===== config.mk =====
export PLATFORM = sky130hd
export DESIGN_NAME = interleaved_pwm_carrier
export DESIGN_NICKNAME = d
export VERILOG_FILES = /design/src/rtl/core/ipc_pkg.sv /design/src/rtl/core/ipc_spread.sv /design/src/rtl/core/ipc_lane.sv /design/src/rtl/core/interleaved_pwm_carrier.sv
export SDC_FILE = /design/constraint.sdc
export NUM_CORES = 2
export LEC_CHECK = 0
export BUFFER_PORTS_ARGS = -buffer_cell sky130_fd_sc_hd__buf_4
export CAP_MARGIN = 20
export CORE_ASPECT_RATIO = 1.4
export CORE_MARGIN = 1.5
export CORE_UTILIZATION = 50
export CTS_BUF_LIST = sky130_fd_sc_hd__clkbuf_8
export DETAILED_ROUTE_END_ITERATION = 7
export HOLD_SLACK_MARGIN = 0.12
export MAX_ROUTING_LAYER = met4
export PLACE_DENSITY = 0.7
export SLEW_MARGIN = 5
export SYNTH_ARGS = -nofsm -noshare
export SYNTH_HDL_FRONTEND = slang
export SYNTH_HIERARCHICAL = 1
export SYNTH_SLANG_ARGS = --single-unit
export TNS_END_PERCENT = 1

===== constraint.sdc =====
create_clock -name aclk -period 11.3 [get_ports aclk]
set_input_delay 0 -clock aclk [delete_from_list [all_inputs] [get_ports aclk]]
set_output_delay 0 -clock aclk [all_outputs]
set_load 0.01 [all_outputs]

===== src/rtl/core/ipc_pkg.sv =====
// ----------------------------------------------------------------------------
// ipc_pkg: shared types and constants of the interleaved PWM carrier
// Mode codes, field widths and the control and status words that pass
// between the phase lanes, the spread sequencer and the top level.
// ----------------------------------------------------------------------------
package ipc_pkg;

    localparam int MAX_PHASES = 6;
    localparam int SWITCH_W   = 12;
    localparam int CNT_W      = 16;
    localparam int FULL_W     = 17;
    localparam int REM_W      = 3;

    localparam logic [CNT_W-1:0] RESET_PERIOD = 16'd1000;

    // Operating modes.
    localparam logic [1:0] MODE_NONE = 2'd0;
    localparam logic [1:0] MODE_DIS  = 2'd1;
    localparam logic [1:0] MODE_CHG  = 2'd2;

    // Commands from the spread sequencer to every lane.
    typedef struct packed {
        logic              calc_steps;
        logic              calc_wrap;
        logic              calc_fold;
        logic [CNT_W-1:0]  period;
        logic [FULL_W-1:0] quo;
        logic [REM_W-1:0]  rem;
    } spread_ctrl_t;

    // Per-tick command from the merge logic to every lane.
    typedef struct packed {
        logic       step;
        logic       enable;
        logic [1:0] mode;
    } tick_ctrl_t;

    // Per-tick status from one lane.
    typedef struct packed {
        logic zero;
        logic hit_dis;
        logic hit_chg;
    } lane_stat_t;

endpackage


===== src/rtl/core/ipc_spread.sv =====
// ----------------------------------------------------------------------------
// ipc_spread: period register and phase spread sequencer
// Holds the carrier period and, after reset or a period write, divides twice
// the period by the phase count with a reciprocal multiplication, then steps
// the lanes through their start position calculation.
// ----------------------------------------------------------------------------
module ipc_spread #(
    parameter int PHASES = 6
) (
    input  logic                  aclk,
    input  logic                  aresetn,
    input  logic                  cfg_valid,
    output logic                  cfg_ready,
    input  logic [15:0]           cfg_data,
    output logic                  busy,
    output ipc_pkg::spread_ctrl_t ctrl
);
    import ipc_pkg::*;

    localparam logic [2:0] ST_IDLE  = 3'd0;
    localparam logic [2:0] ST_DIV   = 3'd1;
    localparam logic [2:0] ST_STEPS = 3'd2;
    localparam logic [2:0] ST_WRAP  = 3'd3;
    localparam logic [2:0] ST_FOLD  = 3'd4;
    localparam logic [2:0] ST_REM   = 3'd5;

    localparam int                 RECIP_SH = FULL_W + 3;
    localparam int                 RECIP_W  = RECIP_SH + 1;
    localparam int                 PROD_W   = FULL_W + RECIP_W;
    localparam logic [RECIP_W-1:0] RECIP    =
        RECIP_W'(((1 << RECIP_SH) + PHASES - 1) / PHASES);
    localparam logic [FULL_W-1:0]  PHASES_Q = FULL_W'(PHASES);

    logic [2:0]        state_reg, state_next;
    logic [CNT_W-1:0]  period_reg;
    logic [FULL_W-1:0] dvd_reg;
    logic [FULL_W-1:0] quo_reg;
    logic [REM_W-1:0]  rem_reg;
    logic [PROD_W-1:0] prod;
    logic [FULL_W-1:0] rem_full;

    assign cfg_ready = (state_reg == ST_IDLE);
    assign busy      = (state_reg != ST_IDLE);

    // The rounded-up reciprocal gives the exact quotient for every 17-bit
    // dividend; the remainder follows from the registered quotient.
    always_comb begin
        prod     = PROD_W'(dvd_reg) * PROD_W'(RECIP);
        rem_full = dvd_reg - quo_reg * PHASES_Q;
    end

    // Sequencer state.
    always_comb begin
        state_next = state_reg;
        unique case (state_reg)
            ST_IDLE:  if (cfg_valid) state_next = ST_DIV;
            ST_DIV:   state_next = ST_REM;
            ST_REM:   state_next = ST_STEPS;
            ST_STEPS: state_next = ST_WRAP;
            ST_WRAP:  state_next = ST_FOLD;
            ST_FOLD:  state_next = ST_IDLE;
            default:  state_next = ST_IDLE;
        endcase
    end

    always_ff @(posedge aclk) begin
        if (!aresetn) begin
            state_reg  <= ST_DIV;
            period_reg <= RESET_PERIOD;
            dvd_reg    <= {RESET_PERIOD, 1'b0};
            quo_reg    <= '0;
            rem_reg    <= '0;
        end else begin
            state_reg <= state_next;
            if (state_reg == ST_IDLE && cfg_valid) begin
                period_reg <= cfg_data;
                dvd_reg    <= {cfg_data, 1'b0};
            end else if (state_reg == ST_DIV) begin
                quo_reg <= prod[RECIP_SH +: FULL_W];
            end else if (state_reg == ST_REM) begin
                rem_reg <= rem_full[REM_W-1:0];
            end
        end
    end

    always_comb begin
        ctrl.calc_steps = (state_reg == ST_STEPS);
        ctrl.calc_wrap  = (state_reg == ST_WRAP);
        ctrl.calc_fold  = (state_reg == ST_FOLD);
        ctrl.period     = period_reg;
        ctrl.quo        = quo_reg;
        ctrl.rem        = rem_reg;
    end

endmodule


===== src/rtl/core/ipc_lane.sv =====
// ----------------------------------------------------------------------------
// ipc_lane: one phase of the carrier
// Triangle counter, duty stores of both modes, start position calculation
// and the duty compares for one phase.
// ----------------------------------------------------------------------------
module ipc_lane #(
    parameter int PHASES = 6,
    parameter int LANE   = 0
) (
    input  logic                  aclk,
    input  logic                  aresetn,
    input  ipc_pkg::spread_ctrl_t sctl,
    input  ipc_pkg::tick_ctrl_t   tctl,
    input  logic [15:0]           duty,
    output ipc_pkg::lane_stat_t   stat
);
    import ipc_pkg::*;

    localparam logic [FULL_W-1:0] LANE_Q = FULL_W'(LANE);
    localparam logic [5:0]        LANE_R = 6'(LANE);

    logic [CNT_W-1:0]  count_reg;
    logic              down_reg;
    logic [CNT_W-1:0]  dis_duty_reg;
    logic [CNT_W-1:0]  chg_duty_reg;
    logic [FULL_W-1:0] steps_reg;
    logic [FULL_W-1:0] raw_reg;

    logic [5:0]        ir;
    logic [FULL_W-1:0] frac;
    logic [FULL_W-1:0] full;
    logic [FULL_W:0]   total;
    logic [FULL_W:0]   total_wrap;
    logic signed [FULL_W:0] cs;
    logic [CNT_W-1:0]  cnt_next;
    logic              down_next;
    logic              latch_dis;
    logic              latch_chg;
    logic [CNT_W-1:0]  eff_dis;
    logic [CNT_W-1:0]  eff_chg;

    // Start position: steps = LANE*q + floor(LANE*r / PHASES).
    // With a period of one the raw position can reach twice the full cycle,
    // so the wrap takes off the full cycle up to two times.
    always_comb begin
        ir   = 6'(sctl.rem) * LANE_R;
        frac = '0;
        for (int j = 1; j < MAX_PHASES; j++) begin
            if (j < PHASES && ir >= 6'(j * PHASES)) frac = FULL_W'(j);
        end
        full       = {sctl.period, 1'b0};
        total      = (FULL_W+1)'(sctl.period) + (FULL_W+1)'(1) + (FULL_W+1)'(full)
                     - (FULL_W+1)'(steps_reg);
        total_wrap = total;
        if (total_wrap >= (FULL_W+1)'(full)) total_wrap = total_wrap - (FULL_W+1)'(full);
        if (total_wrap >= (FULL_W+1)'(full)) total_wrap = total_wrap - (FULL_W+1)'(full);
    end

    // Carrier step with clamping at both turning points.
    always_comb begin
        cs        = $signed({2'b00, count_reg}) + (down_reg ? -18'sd1 : 18'sd1);
        cnt_next  = cs[CNT_W-1:0];
        down_next = down_reg;
        if (cs >= $signed({2'b00, sctl.period})) begin
            cnt_next  = sctl.period;
            down_next = 1'b1;
        end
        if (cs <= 18'sd0) begin
            cnt_next  = '0;
            down_next = 1'b0;
        end
    end

    // Duty latching at the valley and the compares against the new count.
    always_comb begin
        stat.zero = (cnt_next == '0);
        latch_dis = tctl.enable && stat.zero && (tctl.mode == MODE_DIS);
        latch_chg = tctl.enable && stat.zero && (tctl.mode == MODE_CHG);
        eff_dis   = latch_dis ? duty : dis_duty_reg;
        eff_chg   = latch_chg ? duty : chg_duty_reg;
        stat.hit_dis = (eff_dis >= cnt_next);
        stat.hit_chg = (eff_chg >= cnt_next);
    end

    // Spread pipeline registers.
    always_ff @(posedge aclk) begin
        if (sctl.calc_steps) steps_reg <= sctl.quo * LANE_Q + frac;
        if (sctl.calc_wrap)  raw_reg   <= total_wrap[FULL_W-1:0];
    end

    // Counter and duty stores.
    always_ff @(posedge aclk) begin
        if (!aresetn) begin
            count_reg    <= '0;
            down_reg     <= 1'b0;
            dis_duty_reg <= '0;
            chg_duty_reg <= '0;
        end else begin
            if (sctl.calc_fold) begin
                if (sctl.period == '0) begin
                    count_reg <= '0;
                    down_reg  <= 1'b0;
                end else if (raw_reg <= FULL_W'(sctl.period)) begin
                    count_reg <= raw_reg[CNT_W-1:0];
                    down_reg  <= 1'b0;
                end else begin
                    count_reg <= CNT_W'(full - raw_reg);
                    down_reg  <= 1'b1;
                end
            end else if (tctl.step) begin
                count_reg <= cnt_next;
                down_reg  <= down_next;
                if (latch_dis) dis_duty_reg <= duty;
                if (latch_chg) chg_duty_reg <= duty;
            end
        end
    end

endmodule


===== src/rtl/core/interleaved_pwm_carrier.sv =====
// ----------------------------------------------------------------------------
// interleaved_pwm_carrier: multiphase interleaved center-aligned PWM
// Top level: phase lanes, mode merge, switch word and output buffer.
// ----------------------------------------------------------------------------
// Usage:
// Each word on the s_ channel is one PWM timer tick carrying the enable,
// the mode request and one duty count per phase. Every tick moves all phase
// carriers one step, and the m_ channel returns one word per tick with the
// switch bits and the active mode.
// The result of a tick is registered in the output buffer; with the buffer empty
// it is presented on m_ the cycle after the tick is accepted. One tick is taken
// in every cycle while s_ready is high: all phase lanes work in parallel and the
// mode merge and switch compare finish within the cycle that accepts the tick.
// A two-word output buffer lets the input take one more tick while the receiver
// stalls; with both words held, s_ready drops until m_ready.
// The period port writes the carrier half period (cfg_data) when cfg_valid and
// cfg_ready are high. After reset, and after each period write, a spread pass
// (a reciprocal multiply for the quotient by the phase count, a remainder step
// and three lane steps) sets the start positions; s_ready and cfg_ready are low
// during it. Reset sets the period to 1000 and clears duties, mode and switches.
// ----------------------------------------------------------------------------
module interleaved_pwm_carrier #(
    parameter int PHASES = 6
) (
    input  logic        aclk,
    input  logic        aresetn,
    input  logic        cfg_valid,
    output logic        cfg_ready,
    input  logic [15:0] cfg_data,
    input  logic        s_valid,
    output logic        s_ready,
    input  logic        s_enable,
    input  logic [1:0]  s_mode_request,
    input  logic [15:0] s_duty_a,
    input  logic [15:0] s_duty_b,
    input  logic [15:0] s_duty_c,
    input  logic [15:0] s_duty_d,
    input  logic [15:0] s_duty_e,
    input  logic [15:0] s_duty_f,
    output logic        m_valid,
    input  logic        m_ready,
    output logic [11:0] m_switch_bits,
    output logic [1:0]  m_active_mode
);
    import ipc_pkg::*;

    spread_ctrl_t      sctl;
    tick_ctrl_t        tctl;
    lane_stat_t        stat [MAX_PHASES];
    logic [15:0]       duty_in [MAX_PHASES];
    logic              busy;
    logic              push;
    logic              pop;
    logic              any_zero;
    logic [1:0]        mode_next;
    logic [SWITCH_W-1:0] sw_built;
    logic [SWITCH_W-1:0] sw_next;

    logic [1:0]          mode_reg;
    logic [SWITCH_W-1:0] switch_reg;
    logic [1:0]          fill_reg;
    logic [SWITCH_W-1:0] head_sw_reg, tail_sw_reg;
    logic [1:0]          head_mode_reg, tail_mode_reg;

    assign duty_in[0] = s_duty_a;
    assign duty_in[1] = s_duty_b;
    assign duty_in[2] = s_duty_c;
    assign duty_in[3] = s_duty_d;
    assign duty_in[4] = s_duty_e;
    assign duty_in[5] = s_duty_f;

    ipc_spread #(.PHASES(PHASES)) u_spread (
        .aclk      (aclk),
        .aresetn   (aresetn),
        .cfg_valid (cfg_valid),
        .cfg_ready (cfg_ready),
        .cfg_data  (cfg_data),
        .busy      (busy),
        .ctrl      (sctl)
    );

    // Phase lanes; phases past PHASES report nothing.
    for (genvar i = 0; i < MAX_PHASES; i++) begin : g_lane
        if (i < PHASES) begin : g_on
            ipc_lane #(.PHASES(PHASES), .LANE(i)) u_lane (
                .aclk    (aclk),
                .aresetn (aresetn),
                .sctl    (sctl),
                .tctl    (tctl),
                .duty    (duty_in[i]),
                .stat    (stat[i])
            );
        end else begin : g_off
            assign stat[i] = '0;
        end
    end

    // Handshakes.
    assign s_ready = !busy && (fill_reg != 2'd2);
    assign push    = s_valid && s_ready;
    assign pop     = m_valid && m_ready;

    // Merge: an enabled mode request takes effect when any phase sits at the valley.
    always_comb begin
        any_zero = 1'b0;
        for (int i = 0; i < MAX_PHASES; i++) any_zero = any_zero | stat[i].zero;
        mode_next = mode_reg;
        if (s_enable && any_zero
            && (s_mode_request == MODE_DIS || s_mode_request == MODE_CHG)) begin
            mode_next = s_mode_request;
        end
        tctl.step   = push;
        tctl.enable = s_enable;
        tctl.mode   = mode_next;
    end

    // Switch word from the lane compares.
    always_comb begin
        sw_built = '0;
        for (int i = 0; i < MAX_PHASES; i++) begin
            sw_built[2*i]   = (mode_next == MODE_DIS) && stat[i].hit_dis;
            sw_built[2*i+1] = (mode_next == MODE_CHG) && stat[i].hit_chg;
        end
        sw_next = switch_reg;
        if (s_enable && (mode_next == MODE_DIS || mode_next == MODE_CHG)) begin
            sw_next = sw_built;
        end
    end

    // Mode and switch state.
    always_ff @(posedge aclk) begin
        if (!aresetn) begin
            mode_reg   <= MODE_NONE;
            switch_reg <= '0;
        end else if (push) begin
            mode_reg   <= mode_next;
            switch_reg <= sw_next;
        end
    end

    // Two-word output buffer.
    always_ff @(posedge aclk) begin
        if (!aresetn) begin
            fill_reg <= 2'd0;
        end else begin
            case ({push, pop})
                2'b10: fill_reg <= fill_reg + 2'd1;
                2'b01: fill_reg <= fill_reg - 2'd1;
                default: fill_reg <= fill_reg;
            endcase
        end
    end

    always_ff @(posedge aclk) begin
        case ({push, pop})
            2'b10: begin
                if (fill_reg == 2'd0) begin
                    head_sw_reg   <= sw_next;
                    head_mode_reg <= mode_next;
                end else begin
                    tail_sw_reg   <= sw_next;
                    tail_mode_reg <= mode_next;
                end
            end
            2'b01: begin
                head_sw_reg   <= tail_sw_reg;
                head_mode_reg <= tail_mode_reg;
            end
            2'b11: begin
                head_sw_reg   <= sw_next;
                head_mode_reg <= mode_next;
            end
            default: begin
                head_sw_reg   <= head_sw_reg;
                head_mode_reg <= head_mode_reg;
            end
        endcase
    end

    assign m_valid       = (fill_reg != 2'd0);
    assign m_switch_bits = head_sw_reg;
    assign m_active_mode = head_mode_reg;

endmodule


======== After elaboration in Yosys (flattened, before gate mapping) ========
Index checks and enable logic that the tools add are counted.
word-level totals
  flip-flop bits (word level) ............. 562
cells by class
  $add $sub $neg .......................... 39
  $mul .................................... 6
  $lt $le $gt $ge ......................... 64
  equality and inequality tests ........... 15
  multiplexer cells ....................... 133
  bitwise logic cells ..................... 9
  reductions and logical operators ........ 71
operators with widths
  operator                number
  $mux 16                 48
  $mux 17                 23
  $ge 18x17->1            18
  $mux 18                 12
  $sub 18x17->18          11
  $ge 16x16->1            12
  $logic_not 16->1        7
  $add 17x18->18          6
  $le 18x1->1 const B     6
  $le 17x16->1            6
  $sub 17x17->17          6
  $sub 16x16->16          6
  $add 17x17->17          3
  $mux 1                  41
  $logic_and 1x1->1       37
  $pmux 12 s3             1
  $mul 16x18->34 const B  1
  $ge 5x5->1 const B      6
  $mux 12                 2
  $reduce_bool 3->1       8
  $reduce_and 2->1        10
  $add 17x17->18          1
  $ge 6x5->1 const B      3
  $add 15x17->17          1
  other kinds (38)        62

======== Longest topological paths before layout ========
  depth after elaboration ................. 22
  gate-level depth with buffers ........... 46
  mapped depth without buffers ............ 42

======== Modules after synthesis ========
Netlist, hierarchy kept.
by module, submodules not included
  module                             times used  cells an instance  area each (µm²)  seq. area each (µm²)
  ipc_lane at g_lane[5].g_on.u_lane  1           1342               11398.4          2001.9
  ipc_lane at g_lane[3].g_on.u_lane  1           1269               10953.0          2001.9
  ipc_lane at g_lane[4].g_on.u_lane  1           1217               10652.7          2001.9
  ipc_lane at g_lane[1].g_on.u_lane  1           1277               10598.9          2001.9
  ipc_lane at g_lane[2].g_on.u_lane  1           1217               10540.1          2001.9
  ipc_lane at g_lane[0].g_on.u_lane  1           1118               9305.2           1491.4
  ipc_spread                         1           665                5880.6           720.7
  interleaved_pwm_carrier            1           188                2048.2           1161.1

======== Worst setup path after synthesis ========
Ideal clock, no wire load.
  path type ............................... register -> register
  start ................................... register u_spread.period_reg[1]
  end ..................................... register g_lane[2].g_on.u_lane.raw_reg[10], data pin
  arrival time ............................ 9.387 ns
  path slack .............................. 1.653 ns
  stages on the path, launching flop included .. 36
  path buffers ............................ 3
  period minus slack after synthesis ...... 9.647 ns
  cells stage by stage .................... dfxtp_1 -> inv_1 -> fa_1 -> inv_1 -> ha_1 -> a21o_1 -> a21oi_1 -> o21bai_1 -> a31oi_1 -> o21ai_0 -> o41ai_1 -> o2111ai_1 -> a21oi_1 -> xnor2_1 -> ha_1 -> and2_1 -> nand3_1 -> nor4_1 -> a211o_1 -> o32ai_1 -> nor2b_1 -> clkbuf_1 -> buf_1 -> mux2_2 -> ha_1 -> o21a_1 -> o21ai_0 -> a21oi_1 -> o2111ai_1 -> a31oi_1 -> nand4_1 -> nand4b_1 -> a211oi_1 -> o211ai_1 -> clkbuf_1 -> mux2_2
between the ends
  longest elaborated chain between the ends .. 7
  elaborated cells between the ends (all ways) .. 9
ends and longest elaborated chain
  what                                                   RTL line          RTL
  start, declared                                        ipc_spread.sv:35  logic [CNT_W-1:0] period_reg;
  start signal, assigned                                 ipc_spread.sv:76  period_reg <= cfg_data;
  $add 16x1->17                                          ipc_lane.sv:52    total = (FULL_W+1)'(sctl.period) + (FULL_W+1)'(1) + (FULL_W+1)'(full)
  $add 17x17->18                                         ipc_lane.sv:52
  $sub 18x17->18                                         ipc_lane.sv:53    - (FULL_W+1)'(steps_reg);
  $sub 18x17->18 / $ge 18x17->1 (equally long branches)  ipc_lane.sv:55    if (total_wrap >= (FULL_W+1)'(full)) total_wrap = total_wrap - (FULL_W+1)'(full);
  $mux 18                                                ipc_lane.sv:55
  $sub 17x17->17 / $ge 18x17->1 (equally long branches)  ipc_lane.sv:56    if (total_wrap >= (FULL_W+1)'(full)) total_wrap = total_wrap - (FULL_W+1)'(full);
  $mux 17 *                                              ipc_lane.sv:56
  named net g_lane[2].g_on.u_lane.total_wrap[10]         ipc_lane.sv:33    logic [FULL_W:0] total_wrap;
  end signal, assigned                                   ipc_lane.sv:88    if (sctl.calc_wrap) raw_reg <= total_wrap[FULL_W-1:0];
  end, declared                                          ipc_lane.sv:27    logic [FULL_W-1:0] raw_reg;
The timed path passes the listed nets; every way through them passes the cells marked *.
A chain may end at the register's enable or synchronous reset.

==> flow_metrics.py <==
metrics = {
    "power": {
        "p_leak_nw": 37.2,
        "internal-power_mw": 8.10,
        "p_sw_frac": 0.468,
        "p_sw_mw": 7.13,
        "clock_power_share": 0.141,
        "cellPowerDensity_nw_per_um2": 192,
        "p_total_mw": 15.2,
        "combPwrFrac": 0.688,
        "peakVddDrop_mv": 0.204,
        "p_seq_frac": 0.170,
    },
    "sta": {
        "tightest_slew_ps": 1150,
        "holdWs_ps": 220,
        "max_slew_margin": 0.230,
        "setup_viol_count_final": 0,
        "hold_violations": 0,
        "rsz0062_at_grt": "false",
        "max_freq_mhz": 92.8,
        "skew_ps": 53.0,
        "fin_crit_sh": 0.953,
        "min_period_ps": 10770,
        "tns_ps": 0,
        "slew_viol_final": 0,
    },
    "clock_network": {
        "clkSinkCount": 561,
        "cts_max_level": 3,
        "insertion_delay_ps": 880,
        "path_clk_slew_ps": 60,
        "clock_path_buffers": 3,
        "clockRootBuffer": "clkbuf_8",
        "cts_buffers": 106,
        "tritoncts": "done",
    },
    "synth": {
        "synth.distinct_cells": 143,
        "synth_ff_type": "dfxtp_1",
        "synth_edf_count": 215,
        "ys_seq_elements": 561,
        "synth_cells": 8293,
        "yosysWarnings": 6,
        "synth-async-reset-ratio": 0,
        "yosysSeqAreaShare": 0.187,
        "synth.avg_cell_area_um2": 8.61,
        "synth_area_um2": 71400,
    },
    "setup_path": {
        "cpMostUsedCell": "o21ai_0",
        "critPathKind": "register to register",
        "worstSetupStartpointType": "register",
        "timing.rr.end": "m_switch_bits[7]",
        "end_kind": "register",
        "cp.required_ps": 11920,
        "critPathMaxStageDelay_ps": 750,
        "crit_fanout": 16,
        "rr_worst_depth": 37,
        "cp_slowest_cell": "o311ai_1",
        "r2r_slack_ps": 530,
        "arrival_ps": 11390,
        "regToRegStartpoint": "g_lane[4].g_on.u_lane/down_reg",
    },
    "layout": {
        "fin_nets": 10100,
        "drive_gt1_frac": 0.115,
        "fin_cells": 10700,
        "area_growth_pct": 11.4,
        "largest_reg_flops": 102,
        "finalInstanceArea_um2": 79500,
    },
    "global_route": {
        "grt_start_max_net_pins": 145,
        "grt_pass1_vias": 65700,
        "grt_pass1_wl_mm": 353,
        "globalRoute.totalOverflow": 0,
        "antenna_found_initial": 6,
        "grt_usage": 0.315,
    },
    "routing": {
        "vias": 64700,
        "wl_per_cell_um": 21.1,
        "routed_wl_mm": 225,
        "ant_nets": 0,
        "drc": 0,
        "viasPerCell": 6.06,
        "drt_pass1_iterations": 7,
        "drt_iter0_markers": 4118,
    },
    "floorplan": {
        "fp.coreArea_um2": 141000,
        "fp.dieH_um": 450,
        "fp.dieW_um": 322,
        "die-area_um2": 145000,
        "start_util": 0.505,
        "io_pins": 137,
        "rows": 163,
    },
    "place": {
        "portBuffers": 136,
        "hpwl_mm": 173,
        "gp_congestion": 0.963,
        "placedCellCount": 10200,
        "placed_area_um2": 74700,
    },
    "worst_hold_path": {
        "worstHoldStart": "aresetn",
        "min_path_cells": 3,
        "whs_endpoint": "u_spread/period_reg[7]",
        "hold_class": "input port to register",
    },
    "run": {
        "max_cap_viol_count": 0,
    },
    "status": {
        "run_status": "complete, no violations",
    },
}
[worst max-delay path: cells and delay by family, from the launching register on]
kind / cells / cell delay (ps)
AOI/OAI and AO/OA: 19 / 4730
buffers and inverters: 3 / 780
and+or+nand+nor: 9 / 2280
muxes: 2 / 690
DFF: 1 / 660
xor gates and xnor gates: 1 / 310
adders and majority gates: 3 / 1020
[how the worst max path moves through the flow]
stage	start	cells after the start	endpoint	slack [ps]
floorplan	u_spread/period_reg[1]	35	g_lane[2].g_on.u_lane/raw_reg[10]	1650
global placement	g_lane[5].g_on.u_lane/down_reg	41	m_switch_bits[7]	590
detailed placement	g_lane[5].g_on.u_lane/down_reg	40	m_switch_bits[7]	560
CTS	g_lane[4].g_on.u_lane/down_reg	39	m_switch_bits[7]	550
global route	g_lane[4].g_on.u_lane/down_reg	39	m_switch_bits[7]	130
finish	g_lane[4].g_on.u_lane/down_reg	37	m_switch_bits[7]	530
[Yosys cell counts, types with 30 or more instances]
cell | n | area [um2]
ha_1 | 1099 | 13800
xor2_1 | 147 | 1290
a21o_1 | 230 | 1730
clkbuf_1 | 138 | 518
nor4_1 | 45 | 282
o21a_1 | 121 | 908
and3_1 | 58 | 363
nand3_1 | 170 | 851
xnor2_1 | 296 | 2590
a31oi_1 | 72 | 450
dfxtp_1 | 346 | 6930
or2_2 | 64 | 400
a21oi_1 | 522 | 2610
inv_1 | 690 | 2590
mux2i_1 | 277 | 2770
mux2_2 | 294 | 3310
and2_1 | 71 | 444
buf_2 | 37 | 185
nor3_1 | 160 | 801
a21boi_0 | 32 | 240
a211o_1 | 33 | 289
o211ai_1 | 64 | 480
o31ai_1 | 40 | 300
nand4_1 | 106 | 663
nand2b_1 | 98 | 613
o21bai_1 | 56 | 420
nor2_1 | 440 | 1650
nor2b_1 | 99 | 619
nand2_1 | 863 | 3240
mux2_4 | 63 | 946
a211oi_1 | 63 | 473
or3_1 | 63 | 394
a222oi_1 | 34 | 340
edfxtp_1 | 215 | 6460
mux2_1 | 30 | 338
o21ai_0 | 395 | 1980
fa_1 | 180 | 3600
[power by group through the flow]
stage | logic, mW | registers (mW) | clock network, mW
CTS | 10.4 | 2.59 | 2.21
global route | 11.6 | 2.60 | 2.29
finish | 10.5 | 2.59 | 2.15
global placement | 10.0 | 2.63 | 0
detailed placement | 10.2 | 2.63 | 0
floorplan | 7.77 | 2.60 | 0
[kinds of logic (layout without fill, tap and decap cells)]
family          after synthesis  count (layout)  share of synthesized area
compound gates             2056            2056                      0.196
xor+xnor                    444             444                     0.0546
fa+ha+maj                  1279            1279                      0.243
buf+inv                     919            1406                     0.0524
flops                       561             561                      0.187
mux                         666             666                      0.104
other cells                   1               5                  0.0000525
simple gates               2367            2367                      0.162
[routing by layer]
metal  up-vias  part of all wire  global-route usage
li1      31000                 -                   -
met1     31000              0.40               0.353
met2      1934              0.50               0.549
met3       681             0.050              0.0342
met4         0             0.055               0.163
met5         -                 0                   -
[cell type report]
cell class	instances	area, um2
Timing Repair Buffer	512	4600
Clock buffer	127	1750
Sequential cell	561	13400
Fill cell	12800	61800
Multi-Input combinational cell	6815	54300
Inverter	694	2610
Tap cell	1897	2370
Clock inverter	73	470
Antenna cell	2	5.00
[metrics by stage]
step                      utilization  worst slack [ps]
after global placement          0.528               588
after detailed placement        0.528               555
after global routing            0.563               128
after CTS                       0.562               548
final                           0.563               527
after floorplan                     -              1650
[repair_timing]
action / CTS / global route
setup buffers: 0 / 0
endpoints found under the hold margin: 322 / 0
resized for setup: 0 / 2
hold buffers: 257 / 0
setup endpoints to repair: 0 / 1
[layout by cell type, fill, tap and decap left out, types with 39 or more instances in the layout]
cell type      count
ha_1            1099
nand2_1          863
inv_1            720
a21oi_1          522
nor2_1           438
o21ai_0          394
dfxtp_1          329
xnor2_1          296
mux2_2           294
mux2i_1          276
dlygate4sd3_1    257
buf_4            245
a21o_1           230
edfxtp_1         215
fa_1             180
nand3_1          170
nor3_1           160
xor2_1           147
clkbuf_8         127
o21a_1           121
nand4_1          106
nor2b_1           99
nand2b_1          98
and2_1            70
a31oi_1           70
or2_2             64
o211ai_1          64
or3_1             63
a211oi_1          63
mux2_4            63
and3_1            58
o21bai_1          56
nor4_1            45
o31ai_1           39
No activity file was read; power rests on OpenSTA's default activity.
